File: src/sv/irpd_pkg.sv
`default_nettype none

package irpd_pkg;

    localparam int BITS_PER_FRAME = 16;
    localparam int TIME_BITS      = 32;
    localparam int TABLE_SIZE     = 12;
    localparam int THR_BITS       = 16;
    localparam int CODE_BITS      = 16;
    localparam int COUNT_BITS     = 5;
    localparam int BUTTON_BITS    = 4;
    localparam int CFG_IDX_BITS   = 3;

    typedef logic [TIME_BITS-1:0]   time_t;
    typedef logic [THR_BITS-1:0]    ticks_t;
    typedef logic [CODE_BITS-1:0]   code_t;
    typedef logic [COUNT_BITS-1:0]  count_t;
    typedef logic [BUTTON_BITS-1:0] button_t;

    // Configuration register indexes.
    typedef enum logic [CFG_IDX_BITS-1:0] {
        REG_HEADER_MIN    = 3'd0,
        REG_GAP_MIN       = 3'd1,
        REG_ONE_MIN       = 3'd2,
        REG_ZERO_MIN      = 3'd3,
        REG_REPEAT_WINDOW = 3'd4
    } cfg_reg_t;

    localparam ticks_t HEADER_MIN_RESET    = 16'd80;
    localparam ticks_t GAP_MIN_RESET       = 16'd39;
    localparam ticks_t ONE_MIN_RESET       = 16'd10;
    localparam ticks_t ZERO_MIN_RESET      = 16'd4;
    localparam ticks_t REPEAT_WINDOW_RESET = 16'd500;

    typedef struct packed {
        ticks_t header_min;
        ticks_t gap_min;
        ticks_t one_min;
        ticks_t zero_min;
    } thresholds_t;

    typedef enum logic [2:0] {
        KIND_SHORT,
        KIND_ZERO,
        KIND_ONE,
        KIND_GAP,
        KIND_HEADER
    } interval_kind_t;

    typedef struct packed {
        logic    hit;
        button_t index;
    } lookup_t;

    localparam code_t CODE_TABLE [TABLE_SIZE] = '{
        16'hA800, 16'hA880, 16'hA840, 16'hA8C0, 16'hA820, 16'hA8A0,
        16'hA860, 16'hA8E0, 16'hA810, 16'hA890, 16'hA830, 16'hA854
    };

    // First matching entry wins; scanning downward leaves the lowest index.
    function automatic lookup_t code_lookup(input code_t code);
        lookup_t res;
        res = '0;
        for (int i = TABLE_SIZE - 1; i >= 0; i--) begin
            if (CODE_TABLE[i] == code) begin
                res.hit   = 1'b1;
                res.index = BUTTON_BITS'(i);
            end
        end
        return res;
    endfunction

endpackage

`default_nettype wire

File: src/sv/irpd_classify.sv
`default_nettype none

module irpd_classify
    import irpd_pkg::*;
(
    input  wire time_t          interval,
    input  wire thresholds_t    thr,
    output interval_kind_t      kind
);

    // Thresholds are tested in priority order, even if they are out of order.
    always_comb
    begin
        if (interval >= TIME_BITS'(thr.header_min)) begin
            kind = KIND_HEADER;
        end else if (interval >= TIME_BITS'(thr.gap_min)) begin
            kind = KIND_GAP;
        end else if (interval >= TIME_BITS'(thr.one_min)) begin
            kind = KIND_ONE;
        end else if (interval >= TIME_BITS'(thr.zero_min)) begin
            kind = KIND_ZERO;
        end else begin
            kind = KIND_SHORT;
        end
    end

endmodule

`default_nettype wire

File: src/sv/ir_pulse_distance_decoder_unit.sv
// IR remote pulse-distance decoder.
// Input channel (in_valid/in_ready, edge_time): one word per edge seen on
// the receiver line, stamped with a free-running tick count.
// Output channel (out_valid/out_ready, matched/button/raw_code): one word
// per completed 16-bit frame that is not a repeat of a latched press.
// Configuration: cfg_write with cfg_index/cfg_data writes one of five 16-bit
// thresholds; write only while the block is idle.
// Each accepted edge updates the decoder state in the cycle it is taken;
// a resulting word is loaded into the output register at that same clock edge.
// Throughput is one edge per cycle: the state update is a single pass of
// a 32-bit subtract and four threshold compares.
// If the output word is not taken, in_ready drops until it is, so no word
// is lost; while out_ready is high, edges flow at full rate.
// Reset restores the default thresholds, clears the frame and press state
// and empties the output register.
`default_nettype none

module ir_pulse_distance_decoder_unit
    import irpd_pkg::*;
(
    input  wire                     clk,
    input  wire                     rst_n,
    input  wire                     cfg_write,
    input  wire [CFG_IDX_BITS-1:0]  cfg_index,
    input  wire [THR_BITS-1:0]      cfg_data,
    input  wire                     in_valid,
    output logic                    in_ready,
    input  wire [TIME_BITS-1:0]     edge_time,
    output logic                    out_valid,
    input  wire                     out_ready,
    output logic                    matched,
    output logic [BUTTON_BITS-1:0]  button,
    output logic [CODE_BITS-1:0]    raw_code
);

    thresholds_t thr_reg;
    ticks_t      window_reg;

    logic   start_valid_reg, start_valid_next;
    time_t  start_time_reg, start_time_next;
    code_t  shift_reg, shift_next;
    count_t count_reg, count_next;
    logic   press_reg, press_next;
    time_t  press_time_reg, press_time_next;

    logic    out_valid_reg, out_valid_next;
    logic    matched_reg, matched_next;
    button_t button_reg, button_next;
    code_t   raw_reg, raw_next;

    logic           accept;
    time_t          interval;
    time_t          since_press;
    interval_kind_t kind;
    lookup_t        hit;
    count_t         count_step;
    code_t          shift_step;
    logic           emit;

    assign in_ready  = !out_valid_reg || out_ready;
    assign accept    = in_valid && in_ready;
    assign out_valid = out_valid_reg;
    assign matched   = matched_reg;
    assign button    = button_reg;
    assign raw_code  = raw_reg;

    assign interval    = edge_time - start_time_reg;
    assign since_press = edge_time - press_time_reg;

    irpd_classify u_classify (
        .interval (interval),
        .thr      (thr_reg),
        .kind     (kind)
    );

    always_comb
    begin
        start_valid_next = start_valid_reg;
        start_time_next  = start_time_reg;
        press_next       = press_reg;
        press_time_next  = press_time_reg;
        count_step       = count_reg;
        shift_step       = shift_reg;
        emit             = 1'b0;

        if (!start_valid_reg) begin
            start_time_next  = edge_time;
            start_valid_next = 1'b1;
            if (press_reg) begin
                press_time_next = edge_time;
            end
        end else begin
            case (kind)
                KIND_HEADER:
                begin
                    start_time_next = edge_time;
                    count_step      = '0;
                    shift_step      = '0;
                    if (press_reg && (since_press > TIME_BITS'(window_reg))) begin
                        press_next = 1'b0;
                    end
                end
                KIND_GAP:
                begin
                    start_valid_next = 1'b0;
                end
                KIND_ONE, KIND_ZERO:
                begin
                    shift_step       = {shift_reg[CODE_BITS-2:0], kind == KIND_ONE};
                    count_step       = count_reg + count_t'(1);
                    start_valid_next = 1'b0;
                end
                default:
                begin
                end
            endcase
        end

        hit        = code_lookup(shift_step);
        count_next = count_step;
        shift_next = shift_step;
        if (count_step == count_t'(BITS_PER_FRAME)) begin
            emit       = !press_next;
            press_next = 1'b1;
            count_next = '0;
            shift_next = '0;
        end

        out_valid_next = out_valid_reg && !out_ready;
        matched_next   = matched_reg;
        button_next    = button_reg;
        raw_next       = raw_reg;
        if (accept && emit) begin
            out_valid_next = 1'b1;
            matched_next   = hit.hit;
            button_next    = hit.index;
            raw_next       = shift_step;
        end
    end

    always_ff @(posedge clk or negedge rst_n)
    begin
        if (!rst_n) begin
            thr_reg.header_min <= HEADER_MIN_RESET;
            thr_reg.gap_min    <= GAP_MIN_RESET;
            thr_reg.one_min    <= ONE_MIN_RESET;
            thr_reg.zero_min   <= ZERO_MIN_RESET;
            window_reg         <= REPEAT_WINDOW_RESET;
        end else if (cfg_write) begin
            case (cfg_index)
                REG_HEADER_MIN:    thr_reg.header_min <= cfg_data;
                REG_GAP_MIN:       thr_reg.gap_min    <= cfg_data;
                REG_ONE_MIN:       thr_reg.one_min    <= cfg_data;
                REG_ZERO_MIN:      thr_reg.zero_min   <= cfg_data;
                REG_REPEAT_WINDOW: window_reg         <= cfg_data;
                default:
                begin
                end
            endcase
        end
    end

    always_ff @(posedge clk or negedge rst_n)
    begin
        if (!rst_n) begin
            start_valid_reg <= 1'b0;
            start_time_reg  <= '0;
            shift_reg       <= '0;
            count_reg       <= '0;
            press_reg       <= 1'b0;
            press_time_reg  <= '0;
            out_valid_reg   <= 1'b0;
        end else begin
            out_valid_reg <= out_valid_next;
            if (accept) begin
                start_valid_reg <= start_valid_next;
                start_time_reg  <= start_time_next;
                shift_reg       <= shift_next;
                count_reg       <= count_next;
                press_reg       <= press_next;
                press_time_reg  <= press_time_next;
            end
        end
    end

    always_ff @(posedge clk)
    begin
        matched_reg <= matched_next;
        button_reg  <= button_next;
        raw_reg     <= raw_next;
    end

endmodule

`default_nettype wire

File: config.mk
export PLATFORM = sky130hd
export DESIGN_NAME = ir_pulse_distance_decoder_unit
export DESIGN_NICKNAME = d
export VERILOG_FILES = /design/src/sv/irpd_pkg.sv /design/src/sv/irpd_classify.sv /design/src/sv/ir_pulse_distance_decoder_unit.sv
export SDC_FILE = /design/constraint.sdc
export NUM_CORES = 1
export LEC_CHECK = 0
export BUFFER_PORTS_ARGS = -buffer_cell sky130_fd_sc_hd__buf_2
export CAP_MARGIN = 20
export CORE_AREA = 4 4 178 180
export CTS_CLUSTER_DIAMETER = 60
export DETAILED_ROUTE_END_ITERATION = 10
export DIE_AREA = 0 0 182 184
export MAX_ROUTING_LAYER = met4
export PLACE_DENSITY = 0.6
export SYNTH_ARGS = -nofsm -noshare
export SYNTH_HDL_FRONTEND = slang
export SYNTH_SLANG_ARGS = --single-unit
File: constraint.sdc
create_clock -name clk -period 7.28 [get_ports clk]
set_input_delay 0.728 -clock clk [delete_from_list [all_inputs] [get_ports clk]]
set_output_delay 0.728 -clock clk [all_outputs]
set_load 0.02 [all_outputs]
==> results by group <==
Placed design
  • Final GP Congestion: 0.902
  • DP HPWL: 23.9 mm
  • I/O Buffers: 78

STA
  • RSZ-0062 raised after global routing: false
  • Setup TNS: 0 ns
  • Final Skew: 0.0132 ns
  • Period utilisation layout: 0.826
  • Highest Clock Rate: around 170 MHz
  • Final hold slack: between 0.2 and 0.25 ns
  • Final setup viols: 0
  • Max Slew Vio Count: 0
  • Worst slew pin tran: 1.04 ns
  • Max-slew headroom: 0.304
  • Final Hold Fails: 0
  • Post-route minimum period: 6.01 ns

Layout
  • Post-layout nets: 1754
  • Share of cells above drive strength 1: 0.147
  • Max reg flops: 64
  • Number of diodes: 0
  • Most frequent cells in the layout: inv_1 (168), nand2_1 (158), o21ai_0 (155), dfrtp_1 (153), ha_1 (143)
  • Commonest non-fill, non-tap cell in the layout: inv_1
  • Layout area overhead: 10.9%
  • FILL cells: approximately 2900

Synth
  • Synth area leader: dfrtp_1
  • Mean Syn Cell Area: ~9 um2
  • Synth area leaders: dfrtp_1 (29%), ha_1 (13%), o21ai_0 (5.8%), edfxtp_1 (4.7%), inv_1 (4.7%)
  • Mapped Area: between 0.01 and 0.015 mm2
  • Distinct cells, synth: 82
  • Flops & latches, synth: 189
  • Syn nets: between 1500 and 2000
  • Area share of the largest cell type after synthesis: 0.286
  • Async SR Flop Fraction: 0.889
  • Cells after Synth: roughly 1500
  • Top FF cell, synth: dfrtp_1
  • Register area share after synthesis: 0.363
  • Yosys warning count: 0
  • Number of enable flip-flop cells after synthesis: 21

Run status
  • Status: completed

Routing
  • Routed via count: approximately 11000
  • Via density: 5.44
  • 1st-iter DRT viols: 621
  • # DRC: 0
  • DR pass1 iterations: 5
  • WL/cell: 15.9 um
  • Total Routed Length: 31.3 mm
  • Final ANT Viol Nets: 0

Global route
  • Pin count of the biggest net entering global routing: 106
  • First-pass GRT wire length: 52.4 mm
  • Initial antenna violation count: 0
  • All-Layer GR Usage: 0.196
  • Vias in the first global route: approximately 10000
  • GRT overflow: 0

Floorplanning
  • Initial Util: 0.443
  • Rows: 64
  • Die W: ~180 um
  • Core area: 0.0302 mm2
  • Die Y: around 180 um
  • Number of top-level pins: 79
  • Die ar.: 0.0335 mm2

Power and ir drop
  • PD cells: 224 mW/mm2
  • Sequential share of power: 0.368
  • Switching share of power: 0.356
  • Maximum vdd drop: 0.130 mV
  • Net Sw Power: 1.18 mW
  • Pleak: 6.72 nW
  • Pint: between 2 and 2.5 mW
  • Clk pwr share: 0.285
  • Comb power frac: 0.348

Flow run
  • Max-Cap Viols: 0

Clock network
  • # hold bufs at CTS: 0
  • CTS max path bufs: 2
  • Skew-Pair Late Insertion Delay: 0.45 ns
  • Setup Fix Bufs, Post-CTS: 0
  • H-Tree Depth: 4
  • Clock transition at the registers of the reported paths: approximately 0.08 ns
  • CTS root buffer: clkbuf_16
  • Total CTS buffers: 17
  • CTS sink cnt: 189
  • Post-cts gate resize count: 0
  • CTS tree: built

Setup path
  • Critical Path RT: 7.35 ns
  • Startpoint types: input pin
  • Worst setup EP type: flop
  • Crit path DAT: between 6 and 7 ns
  • Worst R2R Path Depth: 19
  • CP max FO: 22
  • Critical path type: in -> reg

Min path
  • Hold Path Class: in -> async
[layer usage]
layer  up-vias  GRT usage  part of all wire
met4         0     0.0462             0.012
met3        29     0.0255             0.026
met2       157      0.305              0.45
met5         -          -                 0
met1      5039      0.276              0.52
li1       5448          -                 -
[power groups by stage]
stage	clock network, mW	logic [mW]	registers [mW]
finish	0.945	1.15	1.22
global route	1.02	1.32	1.23
CTS	0.974	1.16	1.22
detailed placement	0	1.15	1.24
global placement	0	1.13	1.24
floorplan	0	0.828	1.23
[Yosys cell counts (8+ instances only)]
| cell | n |
|---|---|
| inv_1 | 168 |
| nand2_1 | 158 |
| o21ai_0 | 155 |
| dfrtp_1 | 153 |
| ha_1 | 143 |
| a21oi_1 | 82 |
| nor2_1 | 65 |
| mux2_2 | 54 |
| a21o_1 | 38 |
| clkbuf_1 | 36 |
| xnor2_1 | 26 |
| nand2b_1 | 22 |
| edfxtp_1 | 21 |
| nand3_1 | 21 |
| nand4_1 | 21 |
| nor3_1 | 20 |
| o21a_1 | 20 |
| and2_1 | 19 |
| dfstp_2 | 15 |
| a211oi_1 | 14 |
| a31o_2 | 13 |
| nor2b_1 | 13 |
| xor2_1 | 12 |
| a22o_1 | 11 |
| mux2i_1 | 11 |
| o31ai_1 | 11 |
| o21ai_1 | 10 |
| a31oi_1 | 9 |
| buf_2 | 9 |
| o21bai_1 | 9 |
| o22ai_1 | 8 |
[worst max-delay path, cell delays in order]
cell and delay, ns:
buf_2 0.08, inv_1 0.06, ha_1 0.23, fa_1 0.40, nand2b_1 0.18, a21oi_1 0.30, o21ai_2 0.17, nand2_1 0.12
a31oi_1 0.10, xnor2_1 0.48, ha_1 0.35, a2111o_1 0.44, a211oi_1 0.22, o21ai_0 0.14, o211ai_1 0.18, a21boi_0 0.26
nand2b_1 0.24, o41ai_4 0.23, and2_1 0.16, o21ai_1 0.11, a211oi_4 0.87
[cell families (layout without fill, tap and decap cells)]
family / after synthesis / count (layout) / share of synthesized area
simple gates: 379 / 379 / 0.137
compound gates: 457 / 457 / 0.221
buf+inv: 217 / 293 / 0.0632
mux: 65 / 65 / 0.0537
fa+ha+maj: 145 / 145 / 0.137
xor+xnor: 38 / 38 / 0.0249
flops: 189 / 189 / 0.363
[stage by stage]
stage / setup WS [ns] / power (mW) / utilization / instances / cell area, um2
after floorplan: 0.731 / 2.06 / - / 1490 / 13400
after global placement: 0.902 / 2.37 / 0.471 / 1929 / 14200
after detailed placement: 0.798 / 2.39 / 0.471 / 1929 / 14200
after CTS: 1.27 / 3.35 / 0.490 / 1961 / 14800
after global routing: 0.779 / 3.57 / 0.491 / 1962 / 14800
final: 1.27 / 3.32 / 0.491 / 1962 / 14800
[path summary, 6_finish.rpt]
kind / startpoint / end / slack, ns
max reg2reg: start_time_reg[0]$_DFFE_PN0P_ / raw_code[14]$_DFFE_PP_ / 1.33
min reg2reg: thr_reg[7]$_DFFE_PN0P_ / thr_reg[7]$_DFFE_PN0P_ / 0.51
min: rst_n / press_time_reg[4]$_DFFE_PN0P_ / 0.22
min in group clk: thr_reg[7]$_DFFE_PN0P_ / thr_reg[7]$_DFFE_PN0P_ / 0.51
max: edge_time[0] / raw_code[14]$_DFFE_PP_ / 1.27
max in group asynchronous: rst_n / shift_reg[5]$_DFFE_PN0P_ / 5.79
[cell type report]
| type | count | area (um2) | area share |
|---|---|---|---|
| clock inverter | 14 | 146 | 0.00987 |
| clock buffer | 18 | 429 | 0.0289 |
| tap | 396 | 495 | 0.0334 |
| timing repair buffer | 92 | 522 | 0.0352 |
| multi-input combinational | 1084 | 7750 | 0.522 |
| sequential | 189 | 4850 | 0.327 |
| inverter | 169 | 634 | 0.0428 |
(Power assumes the default switching activity.)
